[src/hw/rtl/msc_pkg.sv]
// Shared types and codes for the mutation set subset check.
// Used by msc_ctrl, msc_dp and mutation_set_subset_check; depends on nothing.
package msc_pkg;

    localparam int MODE_W  = 2;
    localparam int KEY_W   = 32;
    localparam int DATE_W  = 21;
    localparam int DIST_W  = 9;
    localparam int ORDER_W = 2;

    localparam logic [MODE_W-1:0] MODE_LOAD_SRC = 2'd0;
    localparam logic [MODE_W-1:0] MODE_LOAD_TGT = 2'd1;
    localparam logic [MODE_W-1:0] MODE_COMPARE  = 2'd2;

    localparam logic [ORDER_W-1:0] ORDER_EARLIER = 2'd0;
    localparam logic [ORDER_W-1:0] ORDER_LATER   = 2'd1;
    localparam logic [ORDER_W-1:0] ORDER_EQUAL   = 2'd2;

    // controller -> datapath
    typedef struct packed {
        logic load_src;  // append key to source list
        logic load_tgt;  // append key to target list
        logic start;     // capture dates, rewind scan pointers
        logic check;     // decide trivial cases from counts
        logic step;      // compare one source/target pair
        logic finish;    // load result register, clear lists
    } cmd_t;

    // datapath -> controller
    typedef struct packed {
        logic no_scan;   // result known from counts alone
        logic scan_end;  // current compare ends the scan
    } sts_t;

endpackage

[src/hw/rtl/msc_ctrl.sv]
// Controller state machine for the mutation set subset check.
// Depends on msc_pkg; drives msc_dp through cmd_t and reads sts_t.
module msc_ctrl (
    input  logic                        clk,
    input  logic                        rst_n,
    input  logic                        in_valid,
    output logic                        in_ready,
    input  logic [msc_pkg::MODE_W-1:0]  mode,
    output logic                        out_valid,
    input  logic                        out_ready,
    output msc_pkg::cmd_t               cmd,
    input  msc_pkg::sts_t               sts
);
    import msc_pkg::*;

    localparam logic [2:0] S_IDLE = 3'd0;
    localparam logic [2:0] S_CHK  = 3'd1;
    localparam logic [2:0] S_RD   = 3'd2;
    localparam logic [2:0] S_CMP  = 3'd3;
    localparam logic [2:0] S_DONE = 3'd4;

    logic [2:0] state_reg, state_next;
    logic       out_valid_reg, out_valid_next;
    logic       accept;
    logic       slot_free;

    assign in_ready  = (state_reg == S_IDLE);
    assign accept    = in_valid && in_ready;
    assign out_valid = out_valid_reg;
    assign slot_free = !out_valid_reg || out_ready;

    always_comb
    begin
        state_next     = state_reg;
        out_valid_next = out_valid_reg && !out_ready;
        cmd            = '0;
        case (state_reg)
            S_IDLE:
            begin
                if (accept)
                begin
                    cmd.load_src = (mode == MODE_LOAD_SRC);
                    cmd.load_tgt = (mode == MODE_LOAD_TGT);
                    if (mode == MODE_COMPARE)
                    begin
                        cmd.start  = 1'b1;
                        state_next = S_CHK;
                    end
                end
            end
            S_CHK:
            begin
                cmd.check  = 1'b1;
                state_next = sts.no_scan ? S_DONE : S_RD;
            end
            S_RD:
            begin
                state_next = S_CMP;
            end
            S_CMP:
            begin
                cmd.step   = 1'b1;
                state_next = sts.scan_end ? S_DONE : S_RD;
            end
            S_DONE:
            begin
                if (slot_free)
                begin
                    cmd.finish     = 1'b1;
                    out_valid_next = 1'b1;
                    state_next     = S_IDLE;
                end
            end
            default:
            begin
                state_next = S_IDLE;
            end
        endcase
    end

    always_ff @(posedge clk or negedge rst_n)
    begin
        if (!rst_n)
        begin
            state_reg     <= S_IDLE;
            out_valid_reg <= 1'b0;
        end
        else
        begin
            state_reg     <= state_next;
            out_valid_reg <= out_valid_next;
        end
    end

    // a new result only appears out of the done state
    a_result_from_done: assert property (@(posedge clk) disable iff (!rst_n)
        $rose(out_valid_reg) |-> $past(state_reg == S_DONE))
        else $error("result raised outside done state");

    // memory read is always followed by its compare
    a_read_then_cmp: assert property (@(posedge clk) disable iff (!rst_n)
        (state_reg == S_RD) |=> (state_reg == S_CMP))
        else $error("read cycle not followed by compare");

    // finishing never overwrites a result that is still waiting
    a_no_overwrite: assert property (@(posedge clk) disable iff (!rst_n)
        cmd.finish |-> (!out_valid_reg || out_ready))
        else $error("result overwritten");

endmodule

[config.mk]
export PLATFORM = sky130hd
export DESIGN_NAME = msc_ctrl
export DESIGN_NICKNAME = d
export VERILOG_FILES = /design/src/hw/rtl/msc_pkg.sv /design/src/hw/rtl/msc_ctrl.sv
export SDC_FILE = /design/constraint.sdc
export NUM_CORES = 1
export LEC_CHECK = 0
export BUFFER_PORTS_ARGS = -buffer_cell sky130_fd_sc_hd__buf_2
export CORE_AREA = 3 3 40 42
export CTS_CLUSTER_DIAMETER = 40
export DETAILED_ROUTE_END_ITERATION = 7
export DIE_AREA = 0 0 43 45
export PLACE_DENSITY = 0.41
export SYNTH_ARGS = -nofsm -noshare
export SYNTH_HDL_FRONTEND = slang
export SYNTH_SLANG_ARGS = --single-unit
[constraint.sdc]
create_clock -name clk -period 2.73 [get_ports clk]
set_clock_uncertainty 0.2 [all_clocks]
set_input_delay 0.1365 -clock clk [delete_from_list [all_inputs] [get_ports clk]]
set_output_delay 0.1365 -clock clk [all_outputs]
set_load 0.01 [all_outputs]
==> results.py <==
metrics = {
    "worst_hold_path": {
        "hold_path.startpoint": "out_ready",
        "hold_depth": 3,
        "min_to": "out_valid$_DFF_PN0_",
        "hold_class": "in -> reg",
    },
    "placement": {
        "dpl-instance-area_um2": 334.1,
        "place_ws_ns": 1.078,
        "port_buffers": 15,
        "place.gp.congestion": 0.6438,
        "hpwl_um": 512,
        "dp_cells": 54,
    },
    "synthesis": {
        "netlist_instances": 25,
        "synth_common_cells": "dfrtp_1 (4), nand2b_1 (2), nor2_1 (2), nor3_1 (2)",
        "synth-edff-count": 0,
        "yosysSeqAreaShare_pct": 39.80,
        "synth_nets": 33,
        "synth.most_common_cell": "dfrtp_1",
        "ys_ff_latch": 4,
        "ys_async_sr_fraction_pct": 100.0,
        "synth_top_area_share_pct": 39.80,
        "synth.distinct_cells": 19,
        "yosys_warnings": 0,
        "synth_flop_cell": "dfrtp_1",
        "syn_avg_cell_area_um2": 10.06,
        "synth_area_leader_cell": "dfrtp_1",
        "netlist_area_um2": 251.5,
        "synth_area_leaders": "dfrtp_1 (40%), or4b_4 (5.5%), nand2b_1 (5.0%)",
    },
    "worst_setup_path": {
        "path_cells": "dlygate4sd3_1 > buf_2 > or3b_2 > a21oi_1 > dlygate4sd3_1",
        "arrival_ns": 1.92,
        "r2r_cells": 3,
        "worstSetupEndpointType": "flip-flop",
        "crit_type": "in -> reg",
        "critPathLaunchType": "input pin",
        "required_ns": 2.70,
        "cpMostUsedCell": "dlygate4sd3_1",
        "reg2reg_slack_ns": 0.82,
        "r2r_start": "state_reg[1]$_DFFE_PN0P_",
        "slowest_stage": "dlygate4sd3_1",
        "crit_fanout": 2,
        "max_stage_delay_ns": 0.55,
        "rr_endpoint": "state_reg[1]$_DFFE_PN0P_",
    },
    "drt": {
        "avgViaCountPerCell": 4.300,
        "first_pass_iters": 4,
        "routedWlPerCell_um": 10.57,
        "drc": 0,
        "ant_nets": 0,
        "routed_wl_um": 634,
        "vias": 258,
        "drtIter0Drc": 3,
    },
    "timing": {
        "maxSlewHeadroom_pct": 82.18,
        "drv_slew": 0,
        "worstMarginPinSlew_ns": 0.2673,
        "hold_viol_final": 0,
        "setup_viol": 0,
        "hold_slack_ns": 0.01355,
        "finalCritPeriodShare_pct": 71.43,
        "finalCriticalPeriod_ns": 1.950,
        "worst_slack_ns": 0.7799,
        "fin_setup_tns_ns": 0,
        "fmax_mhz": 512.8,
        "rsz0062_at_grt": "no",
    },
    "cells_and_area": {
        "layout-drive-gt1-share_pct": 48.89,
        "final_cell_area_um2": 386.6,
        "largest_register_ff_count": 3,
        "utilization_pct": 30.09,
        "fin_cells": 60,
        "areaGrowthSynthToFinish_pct": 53.73,
        "nets": 55,
        "antenna_cells": 0,
    },
    "power": {
        "ir_drop_mv": 0.2403,
        "power_density_nw_per_um2": 948.1,
        "finalPower_mw": 0.3665,
        "power_leakage_nw": 0.1975,
    },
    "cts": {
        "clock_latency_ns": 0.23,
        "numCtsBuffers": 3,
        "cts_hold_buf": 3,
        "tritoncts": "done",
        "cts_buffer_depth": 2,
        "clockRootBuffer": "clkbuf_4",
        "cts_resized": 0,
        "cts_setup_buffers": 0,
        "clkTransAtPathRegs_ns": 0.04,
        "cts_sinks": 4,
        "h-tree-depth": 1,
    },
    "global_routing": {
        "grt_pass1_wl_um": 1048,
        "track_usage_pct": 7.506,
        "grt_max_degree": 10,
        "antenna_found_initial": 0,
        "grt_pass1_vias": 272,
        "overflow": 0,
    },
    "floorplanning": {
        "start_util_pct": 19.57,
        "die-area_um2": 1935,
        "die_height_um": 45,
        "ios": 16,
        "floorplan.die.width_um": 43,
        "num_rows": 13,
        "core_um2": 1285,
    },
    "outcome": {
        "status": "finished clean",
    },
    "job": {
        "maxCapViolations": 0,
    },
}
[logic make-up after synthesis]
| family | count (synthesis) | share of synthesized area, % |
|---|---|---|
| AO/OA/AOI/OAI | 4 | 11.44 |
| flip-flops | 4 | 39.80 |
| multiplexers | 1 | 3.980 |
| buffers and inverters | 2 | 5.968 |
| AND/OR/NAND/NOR | 14 | 38.81 |
[worst max-delay path, delay by kind of cell]
kind	cells	cell delay (ns)
buffers and inverters	3	1.20
and+or+nand+nor	1	0.43
AOI/OAI and AO/OA	1	0.15
[routing by layer]
layer  vias to the layer above  part of all wire, %  GRT usage, %
met3                         0                  7.6         1.195
met1                       114                   41         7.748
met4                         0                    0         7.229
li1                        132                    -             -
met2                        12                   52         12.87
met5                         -                    0             0
[area by class of cell]
type / instances / area, µm²
clock buffer: 3 / 22.52
multi-input combinational: 19 / 136.4
fill: 152 / 898.4
timing repair buffer: 18 / 105.1
tap: 15 / 18.77
sequential: 4 / 100.1
inverter: 1 / 3.754
[how the worst max path moves through the flow]
stage / slack, ns / endpoint / startpoint / depth (start not counted)
floorplan: 1.16 / cmd[5] / state_reg[1]$_DFFE_PN0P_ / 3
global placement: 1.10 / cmd[4] / state_reg[2]$_DFFE_PN0P_ / 3
detailed placement: 1.08 / cmd[4] / state_reg[2]$_DFFE_PN0P_ / 3
CTS: 0.78 / state_reg[1]$_DFFE_PN0P_ / sts[1] / 5
global route: 0.74 / state_reg[1]$_DFFE_PN0P_ / sts[1] / 5
finish: 0.78 / state_reg[1]$_DFFE_PN0P_ / sts[1] / 5
[power breakdown]
part / total [mW] / internal (mW) / switching (mW) / leakage [nW]
Sequential: 0.126 / 0.0856 / 0.0408 / 0.0527
Combinational: 0.168 / 0.0922 / 0.0760 / 0.131
Clock: 0.0720 / 0.0491 / 0.0229 / 0.0138
Total: 0.367 / 0.227 / 0.140 / 0.198
[placed cells by master (no fill, tap or decap), drive strengths merged]
master / Yosys / final
a211oi: 1 / 1
o22ai: 1 / 1
nor3: 2 / 2
nor3b: 1 / 1
or4b: 1 / 1
nand2: 1 / 1
dfrtp: 4 / 4
nand3b: 1 / 1
clkbuf: 0 / 3
nor4: 1 / 1
or3b: 2 / 2
buf: 1 / 15
a21oi: 1 / 1
nor2b: 1 / 1
dlygate4sd3: 0 / 3
mux2i: 1 / 1
inv: 1 / 1
nand2b: 2 / 2
a21bo: 1 / 1
nor2: 2 / 2
No activity file was read; power rests on OpenSTA's default activity.
